$ cat src/rtl/assert_macros.svh
// Assertion macros shared by the framer RTL.
// No dependencies; included by the modules that carry assertions.
`ifndef ASSERT_MACROS_SVH
`define ASSERT_MACROS_SVH

// Property that must hold at every clock edge outside reset.
`define ASSERT_AT(lbl, clk, rst_n, prop) \
  lbl: assert property (@(posedge clk) disable iff (!rst_n) (prop)) \
    else $error("assertion failed");

// When cond holds at one edge, res must hold at the next edge.
`define ASSERT_NEXT(lbl, clk, rst_n, cond, res) \
  lbl: assert property (@(posedge clk) disable iff (!rst_n) (cond) |=> (res)) \
    else $error("assertion failed");

`endif

$ cat src/rtl/spft_pkg.sv
// Package of the SPI packet framer: request codes, item types, default sizes.
// No dependencies; used by every module of the framer.
`default_nettype none

package spft_pkg;

  localparam int unsigned PacketBytesDef = 8;
  localparam int unsigned QueueDepthDef  = 4;

  typedef enum logic [2:0] {
    ReqSelect  = 3'd0,
    ReqRxByte  = 3'd1,
    ReqEnqueue = 3'd2,
    ReqPull    = 3'd3,
    ReqPop     = 3'd4
  } req_e;

  // One request as held in the input register.
  typedef struct packed {
    logic [2:0]  req_type;
    logic        select_low;
    logic [7:0]  rx_byte;
    logic [63:0] tx_packet;
  } in_item_t;

  // Write request from the engine to the transmit ring.
  typedef struct packed {
    logic        we;
    logic [63:0] data;
  } ring_wr_t;

endpackage

`default_nettype wire

$ cat src/rtl/spi_packet_framer_tx_queue_core.sv
// Top level of the SPI slave packet framer with its transmit ring.
// Depends on spft_pkg, assert_macros.svh and spft_engine.
`default_nettype none
`include "assert_macros.svh"

// Usage
// A request is a command transfer: drive req_type_i and the payload ports and
// raise start for one cycle. The transfer takes place at a rising edge where
// start is high and busy is low. Busy never rises, so a new request can be
// issued in every cycle, one request per clock sustained.
// Each request yields exactly one result transfer. The result appears on the
// result ports after the input and result registers and is taken at the next
// rising edge. While the request sits in the input register the engine updates
// the framer state, and the result register loads at the end of that cycle.
// done_o is high for exactly the following cycle and the result ports are
// meaningful only then. The receiver cannot stall, so results are never held
// back and never overwritten before their cycle. The interrupt polarity
// register is written with cfg_we_i and cfg_wdata_i while no request is in
// flight, a user rule the block does not enforce; it takes effect on the next
// result. Reset clears the ring pointers, fill count, receive frame state and
// the interrupt, and sets the polarity to active high. Ring and receive buffer
// contents are undefined until written; no clearing pass is needed. rx_ready_o,
// irq_pin_o and tx_queued_o report the state after the request.

module spi_packet_framer_tx_queue_core #(
  parameter int unsigned PacketBytes = spft_pkg::PacketBytesDef,
  parameter int unsigned QueueDepth  = spft_pkg::QueueDepthDef
) (
  input  wire logic        clk_i,
  input  wire logic        rst_ni,
  input  wire logic        start,
  output logic             busy,
  input  wire logic [2:0]  req_type_i,
  input  wire logic        select_low_i,
  input  wire logic [7:0]  rx_byte_i,
  input  wire logic [63:0] tx_packet_i,
  input  wire logic        cfg_we_i,
  input  wire logic        cfg_wdata_i,
  output logic             done_o,
  output logic             accepted_o,
  output logic [7:0]       tx_byte_o,
  output logic [63:0]      rx_packet_o,
  output logic             rx_ready_o,
  output logic             irq_pin_o,
  output logic [2:0]       tx_queued_o
);

  // Input register: the request is captured first so the engine sees a
  // stable command while it updates the state.
  logic               in_valid_q;
  spft_pkg::in_item_t in_q;
  logic               irq_high_q;

  // The engine finishes a request every cycle, so the command port is
  // always open.
  assign busy = 1'b0;

  always_ff @(posedge clk_i or negedge rst_ni) begin
    if (!rst_ni) begin
      in_valid_q <= 1'b0;
      irq_high_q <= 1'b1;
    end else begin
      in_valid_q <= start && !busy;
      if (cfg_we_i) begin
        irq_high_q <= cfg_wdata_i;
      end
    end
  end

  always_ff @(posedge clk_i) begin
    if (start && !busy) begin
      in_q.req_type   <= req_type_i;
      in_q.select_low <= select_low_i;
      in_q.rx_byte    <= rx_byte_i;
      in_q.tx_packet  <= tx_packet_i;
    end
  end

  spft_engine #(
    .PacketBytes(PacketBytes),
    .QueueDepth (QueueDepth)
  ) u_engine (
    .clk_i            (clk_i),
    .rst_ni           (rst_ni),
    .in_valid_i       (in_valid_q),
    .in_i             (in_q),
    .irq_active_high_i(irq_high_q),
    .done_o           (done_o),
    .accepted_o       (accepted_o),
    .tx_byte_o        (tx_byte_o),
    .rx_packet_o      (rx_packet_o),
    .rx_ready_o       (rx_ready_o),
    .irq_pin_o        (irq_pin_o),
    .tx_queued_o      (tx_queued_o)
  );

  // Every accepted request raises in_valid_q and, after it, done_o.
  `ASSERT_NEXT(a_req_gives_done, clk_i, rst_ni, start && !busy, in_valid_q)
  `ASSERT_NEXT(a_stage_gives_done, clk_i, rst_ni, in_valid_q, done_o)
  `ASSERT_NEXT(a_no_spurious_done, clk_i, rst_ni, !in_valid_q, !done_o)

endmodule

`default_nettype wire

$ cat src/rtl/spft_ring.sv
// Transmit ring storage: one write port, one registered read port with bypass.
// Depends on spft_pkg for the write request type.
`default_nettype none

module spft_ring #(
  parameter int unsigned QueueDepth = spft_pkg::QueueDepthDef,
  localparam int unsigned IdxW = (QueueDepth > 1) ? $clog2(QueueDepth) : 1
) (
  input  wire logic              clk_i,
  input  wire spft_pkg::ring_wr_t wr_i,
  input  wire logic [IdxW-1:0]   wr_addr_i,
  input  wire logic [IdxW-1:0]   rd_addr_i,
  output logic [63:0]            rd_data_o
);

  logic [63:0] mem [QueueDepth];
  logic [63:0] rd_data_q;

  always_ff @(posedge clk_i) begin
    if (wr_i.we) begin
      mem[wr_addr_i] <= wr_i.data;
    end
  end

  // A write to the entry being read this cycle is forwarded so the next
  // read sees the new packet.
  always_ff @(posedge clk_i) begin
    if (wr_i.we && (wr_addr_i == rd_addr_i)) begin
      rd_data_q <= wr_i.data;
    end else begin
      rd_data_q <= mem[rd_addr_i];
    end
  end

  assign rd_data_o = rd_data_q;

endmodule

`default_nettype wire

$ cat src/rtl/spft_engine.sv
// Framer state and request processing between the input and result registers.
// Depends on spft_pkg, assert_macros.svh and the ring module spft_ring.
`default_nettype none
`include "assert_macros.svh"

module spft_engine #(
  parameter int unsigned PacketBytes = spft_pkg::PacketBytesDef,
  parameter int unsigned QueueDepth  = spft_pkg::QueueDepthDef
) (
  input  wire logic              clk_i,
  input  wire logic              rst_ni,
  input  wire logic              in_valid_i,
  input  wire spft_pkg::in_item_t in_i,
  input  wire logic              irq_active_high_i,
  output logic                   done_o,
  output logic                   accepted_o,
  output logic [7:0]             tx_byte_o,
  output logic [63:0]            rx_packet_o,
  output logic                   rx_ready_o,
  output logic                   irq_pin_o,
  output logic [2:0]             tx_queued_o
);

  localparam int unsigned IdxW = (QueueDepth > 1) ? $clog2(QueueDepth) : 1;
  localparam int unsigned FillW = $clog2(QueueDepth + 1);
  localparam int unsigned PosW = (PacketBytes > 1) ? $clog2(PacketBytes) : 1;
  localparam int unsigned CntW = $clog2(PacketBytes + 1);
  localparam logic [63:0] PktMask =
    (PacketBytes >= 8) ? {64{1'b1}} : ((64'd1 << (8 * PacketBytes)) - 64'd1);
  localparam logic [FillW-1:0] FillMax = FillW'(QueueDepth);
  localparam logic [CntW-1:0] CntMax = CntW'(PacketBytes);
  localparam logic [PosW-1:0] PosLast = PosW'(PacketBytes - 1);
  localparam logic [IdxW-1:0] IdxLast = IdxW'(QueueDepth - 1);

  function automatic logic [IdxW-1:0] next_idx(input logic [IdxW-1:0] idx);
    if (idx == IdxLast) begin
      return '0;
    end
    return idx + 1'b1;
  endfunction

  logic [IdxW-1:0]  head_q, head_d, tail_q, tail_d;
  logic [FillW-1:0] fill_q, fill_d;
  logic [PosW-1:0]  pos_q, pos_d;
  logic [CntW-1:0]  cnt_q, cnt_d;
  logic [63:0]      rx_buf_q, rx_buf_d;
  logic             rx_done_q, rx_done_d;
  logic             was_sel_q, was_sel_d;
  logic             irq_q, irq_d;

  logic             done_q;
  logic             acc_q, acc_d;
  logic [7:0]       tx_byte_q, tx_byte_d;
  logic [63:0]      rx_pkt_q, rx_pkt_d;
  logic             pin_q;
  logic [FillW+2:0] fill_ext;

  spft_pkg::ring_wr_t ring_wr;
  logic [63:0]        ring_rd_data;

  spft_ring #(
    .QueueDepth(QueueDepth)
  ) u_ring (
    .clk_i    (clk_i),
    .wr_i     (ring_wr),
    .wr_addr_i(head_q),
    .rd_addr_i(tail_d),
    .rd_data_o(ring_rd_data)
  );

  always_comb begin
    head_d    = head_q;
    tail_d    = tail_q;
    fill_d    = fill_q;
    pos_d     = pos_q;
    cnt_d     = cnt_q;
    rx_buf_d  = rx_buf_q;
    rx_done_d = rx_done_q;
    was_sel_d = was_sel_q;
    irq_d     = irq_q;
    acc_d     = 1'b0;
    tx_byte_d = 8'd0;
    rx_pkt_d  = 64'd0;
    ring_wr.we   = 1'b0;
    ring_wr.data = in_i.tx_packet & PktMask;

    if (in_valid_i) begin
      unique case (spft_pkg::req_e'(in_i.req_type))
        spft_pkg::ReqSelect: begin
          if (in_i.select_low && !was_sel_q) begin
            cnt_d     = '0;
            rx_done_d = 1'b0;
            was_sel_d = 1'b1;
          end else if (!in_i.select_low && was_sel_q) begin
            rx_done_d = (cnt_q == CntMax);
            cnt_d     = '0;
            was_sel_d = 1'b0;
          end
        end
        spft_pkg::ReqRxByte: begin
          if (was_sel_q && (cnt_q < CntMax)) begin
            rx_buf_d[{cnt_q[PosW-1:0], 3'b000} +: 8] = in_i.rx_byte;
            cnt_d = cnt_q + 1'b1;
          end
        end
        spft_pkg::ReqEnqueue: begin
          if (fill_q < FillMax) begin
            ring_wr.we = 1'b1;
            head_d     = next_idx(head_q);
            fill_d     = fill_q + 1'b1;
            irq_d      = 1'b1;
            acc_d      = 1'b1;
          end
        end
        spft_pkg::ReqPull: begin
          if (fill_q != '0) begin
            tx_byte_d = ring_rd_data[{pos_q, 3'b000} +: 8];
            acc_d     = 1'b1;
            if (pos_q == PosLast) begin
              pos_d  = '0;
              tail_d = next_idx(tail_q);
              fill_d = fill_q - 1'b1;
              if (fill_q == FillW'(1)) begin
                irq_d = 1'b0;
              end
            end else begin
              pos_d = pos_q + 1'b1;
            end
          end
        end
        spft_pkg::ReqPop: begin
          if (rx_done_q) begin
            rx_pkt_d  = rx_buf_q & PktMask;
            rx_done_d = 1'b0;
            acc_d     = 1'b1;
          end
        end
        default: begin
          // Unknown request codes change nothing.
        end
      endcase
    end
  end

  always_ff @(posedge clk_i or negedge rst_ni) begin
    if (!rst_ni) begin
      head_q    <= '0;
      tail_q    <= '0;
      fill_q    <= '0;
      pos_q     <= '0;
      cnt_q     <= '0;
      rx_done_q <= 1'b0;
      was_sel_q <= 1'b0;
      irq_q     <= 1'b0;
      done_q    <= 1'b0;
    end else begin
      head_q    <= head_d;
      tail_q    <= tail_d;
      fill_q    <= fill_d;
      pos_q     <= pos_d;
      cnt_q     <= cnt_d;
      rx_done_q <= rx_done_d;
      was_sel_q <= was_sel_d;
      irq_q     <= irq_d;
      done_q    <= in_valid_i;
    end
  end

  always_ff @(posedge clk_i) begin
    rx_buf_q  <= rx_buf_d;
    acc_q     <= acc_d;
    tx_byte_q <= tx_byte_d;
    rx_pkt_q  <= rx_pkt_d;
    pin_q     <= irq_d ^ ~irq_active_high_i;
  end

  assign fill_ext    = {3'b000, fill_q};
  assign done_o      = done_q;
  assign accepted_o  = acc_q;
  assign tx_byte_o   = tx_byte_q;
  assign rx_packet_o = rx_pkt_q;
  assign rx_ready_o  = rx_done_q;
  assign irq_pin_o   = pin_q;
  assign tx_queued_o = fill_ext[2:0];

  `ASSERT_AT(a_fill_bound, clk_i, rst_ni, fill_q <= FillMax)
  `ASSERT_AT(a_irq_tracks_fill, clk_i, rst_ni, irq_q == (fill_q != '0))
  `ASSERT_AT(a_pos_needs_packet, clk_i, rst_ni, (pos_q == '0) || (fill_q != '0))
  `ASSERT_AT(a_cnt_bound, clk_i, rst_ni, cnt_q <= CntMax)

endmodule

`default_nettype wire

$ cat config.mk
export PLATFORM = sky130hd
export DESIGN_NAME = spi_packet_framer_tx_queue_core
export DESIGN_NICKNAME = d
export VERILOG_FILES = /design/src/rtl/spft_pkg.sv /design/src/rtl/spi_packet_framer_tx_queue_core.sv /design/src/rtl/spft_ring.sv /design/src/rtl/spft_engine.sv
export VERILOG_INCLUDE_DIRS = /design/src /design/src/rtl
export SDC_FILE = /design/constraint.sdc
export NUM_CORES = 1
export LEC_CHECK = 0
export ABC_AREA = 1
export BUFFER_PORTS_ARGS = -buffer_cell sky130_fd_sc_hd__buf_2
export CORE_ASPECT_RATIO = 1.75
export CORE_UTILIZATION = 40
export CTS_CLUSTER_SIZE = 12
export DETAILED_ROUTE_END_ITERATION = 16
export PLACE_DENSITY = 0.63
export SETUP_SLACK_MARGIN = 0.05
export SLEW_MARGIN = 15
export SYNTH_ARGS = -nofsm -noshare
export SYNTH_HDL_FRONTEND = slang
export SYNTH_HIERARCHICAL = 1
export SYNTH_SLANG_ARGS = --single-unit
$ cat constraint.sdc
create_clock -name clk_i -period 7.55 [get_ports clk_i]
set_input_delay 0.3775 -clock clk_i [delete_from_list [all_inputs] [get_ports clk_i]]
set_output_delay 0.3775 -clock clk_i [all_outputs]
set_load 0.02 [all_outputs]
# Word-level counts from Yosys, hierarchy flattened
# Memories as Yosys holds them, arrays and structs flattened. A register that Yosys moved wholly into a read port is not among the register bits.
# Cells that the tools add are included.
# op_classes
n_addsub,7
multipliers,0
n_div,0
magnitude_cmp,2
eq_ne,14
shifts,3
mux,46
n_bitwise,2
n_reduce_logical,19
# ops
op,n
64-bit bitwise mux,1
"8-bit by 8-bit variable shift with 64-bit output, first input constant",1
64-bit by 7-bit variable part select with 8-bit output,1
8-bit by 8-bit variable part select with 64-bit output,1
1-bit 2-to-1 mux,25
3-bit AND reduction,6
2-bit 2-to-1 mux,8
3-bit 2-to-1 mux,4
4-bit 2-to-1 mux,3
"2-bit by 1-bit inequality test with 1-bit output, second input constant",4
6-bit negation with 8-bit output,1
4-bit one-hot mux with 2 select lines,1
2-bit nonzero test,4
"3-bit by 1-bit adder with 3-bit output, second input constant",2
"3-bit by 1-bit equality test with 1-bit output, second input constant",2
"3-bit by 2-bit equality test with 1-bit output, second input constant",2
"3-bit equality test, second input constant",2
3-bit one-hot mux with 2 select lines,1
5-bit AND reduction,1
"2-bit by 1-bit adder with 2-bit output, second input constant",2
"4-bit by 1-bit adder with 4-bit output, second input constant",1
"2-bit equality test, second input constant",2
"4-bit equality test, second input constant",1
"4-bit < comparator, second input constant",1
12 further kinds,16
# totals
ff_bits,234
latchBits,0
ramBits,256
romBits,0
input_bits,81
out_inout_bits,80
word_cells,114
mem_count,1
# mem_list
memory,words,word_bits,read_ports,rd_ports_with_merged_regs,wr,line_no,source
u_engine.u_ring.mem,4,64,1,1,1,spft_ring.sv:16,logic [63:0] mem [QueueDepth];

# Logic depth before layout (Yosys ltp)
# depth
ltp_word,11
depth_mapped,12
mapped_depth_nobuf,10

# By module
# The synthesis kept the hierarchy.
# modules_own_cells
mod,n_inst,cells_each,area_each_um2,seq_area_each_um2
spft_ring,1,1012,10801.6,7727.4
spft_engine,1,722,6261.0,3853.7
spi_packet_framer_tx_queue_core,1,84,2359.8,2333.5

# Worst setup path after synthesis
# No wires, ideal clock.
# synth_path
path_type,flip-flop to flip-flop
startpoint,register in_q[75] (netlist bit)
endpoint,"memory u_engine.u_ring.mem[1][0], enable pin"
setup_time_ns,0.565
t_arrival_ns,5.368
slack_ns,1.617
stages_incl_launch_ff,8
path_cell_list,edfxtp_1 > inv_1 > nand2_1 > nor2_1 > nand2_1 > inv_1 > inv_1 > nor3_1
# synth_rtl
item,line_no,source
start: declaration,spi_packet_framer_tx_queue_core.sv:51,spft_pkg::in_item_t in_q;
end: declaration,spft_ring.sv:16,

# Worst setup path in the final report
# layout_path
startpoint,register u_engine.cnt_q[0]
endpoint,"register u_engine.rx_buf_q[19], enable pin"
# layout_via
elab_chain_cells,3
# layout_lines
item,line_no,source
start: declaration,spft_engine.sv:45,"logic [CntW-1:0] cnt_q, cnt_d;"
start signal: assignment,spft_engine.sv:161,cnt_q <= cnt_d;
4-bit < comparator,spft_engine.sv:101,if (was_sel_q && (cnt_q < CntMax)) begin
1-bit logical AND,spft_engine.sv:101,
3-bit AND reduction (no source line),n/a,
end signal: assignment,spft_engine.sv:170,rx_buf_q <= rx_buf_d;
end: declaration,spft_engine.sv:46,"logic [63:0] rx_buf_q, rx_buf_d;"
# No other way between the ends.
# A chain may end at the register's enable or synchronous reset.

==> out/metrics.yaml <==
clock_tree:
  cts.repair.resized: 0
  cts_buffers: 49
  cts_root_buf: "clkbuf_16"
  clk_latency_ps: 580
  clk_path_buf_depth: 3
  post_cts_buffers: 0
  htree_levels: 2
  path_clk_slew_ps: 70
  cts_tree: "built"
  cts_num_sinks: 492
run:
  cap_violations: 0
cells_and_area:
  layout_common_cells: "477 x nand2_1, 396 x edfxtp_1, 376 x inv_1, 168 x nor2_1, 167 x nand3_1"
  nNetsFinal: 2142
  drive_gt1_frac: 0.117
  num_antenna_cells: 0
  fillers: 4246
  regArea_um2: 13900
  syn2layout_area_growth_pct: 18.2
  fin_cells: 2720
  final_common_cell: "nand2_1"
  fin_util: 0.479
  multi_input_area_um2: 3750
placed_design:
  place_inst: 2569
  hpwl_um: 26000
  routabilityCongestion: 0.833
  port_buffers: 159
yosys:
  ys.flop_type: "edfxtp_1"
  avgSynthCellArea_um2: 10.7
  netlist_area_um2: 19400
  synth_edf_count: 396
  syn_nets: 1911
  async_reset_ff_frac: 0.0407
  ys_warn_count: 6
  synthCells: 1818
  seq_area_frac_synth: 0.716
  synth_seq_cells: 492
  synth.distinct_cells: 30
timing:
  finalHoldViolations: 0
  rsz0062_at_grt: "false"
  fin_crit_ps: 3510
  skew_ps: 29.7
  slew_violations: 0
  finalSetupViolations: 0
  maxSlewHeadroom: 0.294
  fmax_ghz: 0.285
  fin_setup_tns_ps: 0
  min_period_over_period: 0.465
  worst_pin_slew_ps: 1060
  hold_ws_ps: 48.0
setup_path:
  critical_path_class: "reg -> reg"
  worst_ep_arrival_time_ps: 3700
  required_ps: 7740
  cp_max_fo: 18
  startpoint_type: "flop"
  endpoint_kind: "flop"
detailed_routing:
  drt-pass1-iter-count: 6
  route.antenna.remaining_nets: 0
  via_per_inst: 4.60
  drc: 0
  num_vias: 12500
  wirelength_um: 42000
  drtIter0Drc: 659
  post_drt_wl_per_cell_um: 15.5
grt:
  grtUsageTotal: 0.175
  grt_start_max_net_pins: 73
  grt_pass1_wl_um: 66000
  use_met1: 0.178
  grt-ovfl-total: 0
  met3_usage: 0.0241
  grt-busiest-layer: "met2"
  grt_pass1_vias: 12600
  antenna_found_initial: 0
  gr-usage-met2: 0.340
hold_path:
  hp-class: "in -> reg"
run_status:
  status: "complete, no violations"
die:
  dieArea_um2: 49500
  initial_utilization: 0.406
  die_w_um: 169
  rows: 106
  ios: 161
  core_area_um2: 47900
  die_h_um: 294
power:
  leakage_nw: 10.1
  cellPowerDensity_nw_per_um2: 263
  ir_drop_mv: 0.204
report_power, final:
part	leakage, nW	internal, mW	switching, mW
clock	0.674	1.22	0.967
combinational	4.78	0.205	0.477
sequential	4.61	3.06	0.105
total	10.1	4.48	1.55
kinds of logic (layout without fill, tap and decap cells):
group / Yosys count / in the layout / share of synthesized area
xor+xnor: 4 / 4 / 0.00180
buf+inv: 447 / 701 / 0.0917
fa+ha+maj: 12 / 12 / 0.00773
other cells: 1 / 1 / 0.000193
compound gates: 25 / 25 / 0.00644
simple gates: 837 / 837 / 0.176
flops: 492 / 492 / 0.716
final timing paths:
path	endpoint	cells after the start	slack, ps	startpoint
min in group asynchronous	u_engine/pos_q[0]$_DFFE_PN0P_	2	350	rst_ni
worst min register to register	u_engine/rx_packet_o[25]$_SDFF_PN0_	2	460	u_engine/rx_buf_q[25]$_DFFE_PP_
worst max register to register	u_engine/rx_buf_q[19]$_DFFE_PP_	7	4040	u_engine/cnt_q[0]$_DFFE_PN0P_
max in group asynchronous	irq_high_q$_DFFE_PN1P_	2	6820	rst_ni
worst max-delay path	u_engine/rx_buf_q[19]$_DFFE_PP_	7	4040	u_engine/cnt_q[0]$_DFFE_PN0P_
worst min-delay path	irq_high_q$_DFFE_PN1P_	3	50	cfg_wdata_i
metal layers:
layer,vias to the layer above,routed length (um),share of wire
met5,-,0,0
met4,0,2040,0.048
met3,106,1840,0.044
met2,368,22800,0.54
met1,5890,15300,0.37
li1,6139,-,-
metrics by stage:
| step | area, um2 | power, mW | setup slack [ps] |
|---|---|---|---|
| detailed placement | 20800 | 3.87 | 4080 |
| finish | 23000 | 6.03 | 4040 |
| floorplan | 19400 | 3.60 | 1620 |
| global placement | 20800 | 3.85 | 4170 |
| CTS | 23000 | 6.11 | 4040 |
| global route | 23000 | 6.29 | 3790 |
flip-flops by register name, summed over array words and instances, names as in the netlist, named ones only:
signal and cells:
u_engine/u_ring/mem 256, in_q 76, u_engine/rx_buf_q 64, u_engine/rx_packet_o 64, u_engine/tx_byte_o 8, u_engine/cnt_q 4, u_engine/pos_q 3, u_engine/tx_queued_o 3
u_engine/head_q 2, u_engine/tail_q 2, in_valid_q 1, irq_high_q 1, u_engine/accepted_o 1, u_engine/done_o 1, u_engine/irq_pin_o 1, u_engine/irq_q 1
u_engine/rx_ready_o 1, u_engine/was_sel_q 1
critical path: stages, from the launching register on:
cell,delay (ps)
dfrtp_1,700
inv_1,120
ha_1,260
ha_1,530
inv_1,290
nor2_1,310
nand2_1,330
nor2_1,610
final cells by class:
| type | instances | area share |
|---|---|---|
| Sequential cell | 492 | 0.607 |
| Tap cell | 648 | 0.0353 |
| Clock buffer | 65 | 0.0560 |
| Inverter | 379 | 0.0620 |
| Multi-Input combinational cell | 879 | 0.163 |
| Timing Repair Buffer | 248 | 0.0723 |
| Clock inverter | 9 | 0.00458 |
synth_stat cells, types with 12 or more instances:
cell type  count  area, um2
edfxtp_1     396      11900
buf_4         15        113
ha_1          12        150
nand3_1      167        836
dfxtp_1       76       1520
nor3_1        16       80.1
o21ai_0       22        110
clkbuf_1      16       60.1
nor2_1       168        631
inv_1        376       1410
dfrtp_1       19        475
buf_2         30        150
nand2_1      477       1790
repair_timing:
| item | in CTS | in global routing |
|---|---|---|
| hold buffers | 77 | 0 |
| setup endpoints to repair | 0 | 0 |
| hold endpoints to repair | 95 | 0 |
Power figures use the tool's default switching activity.
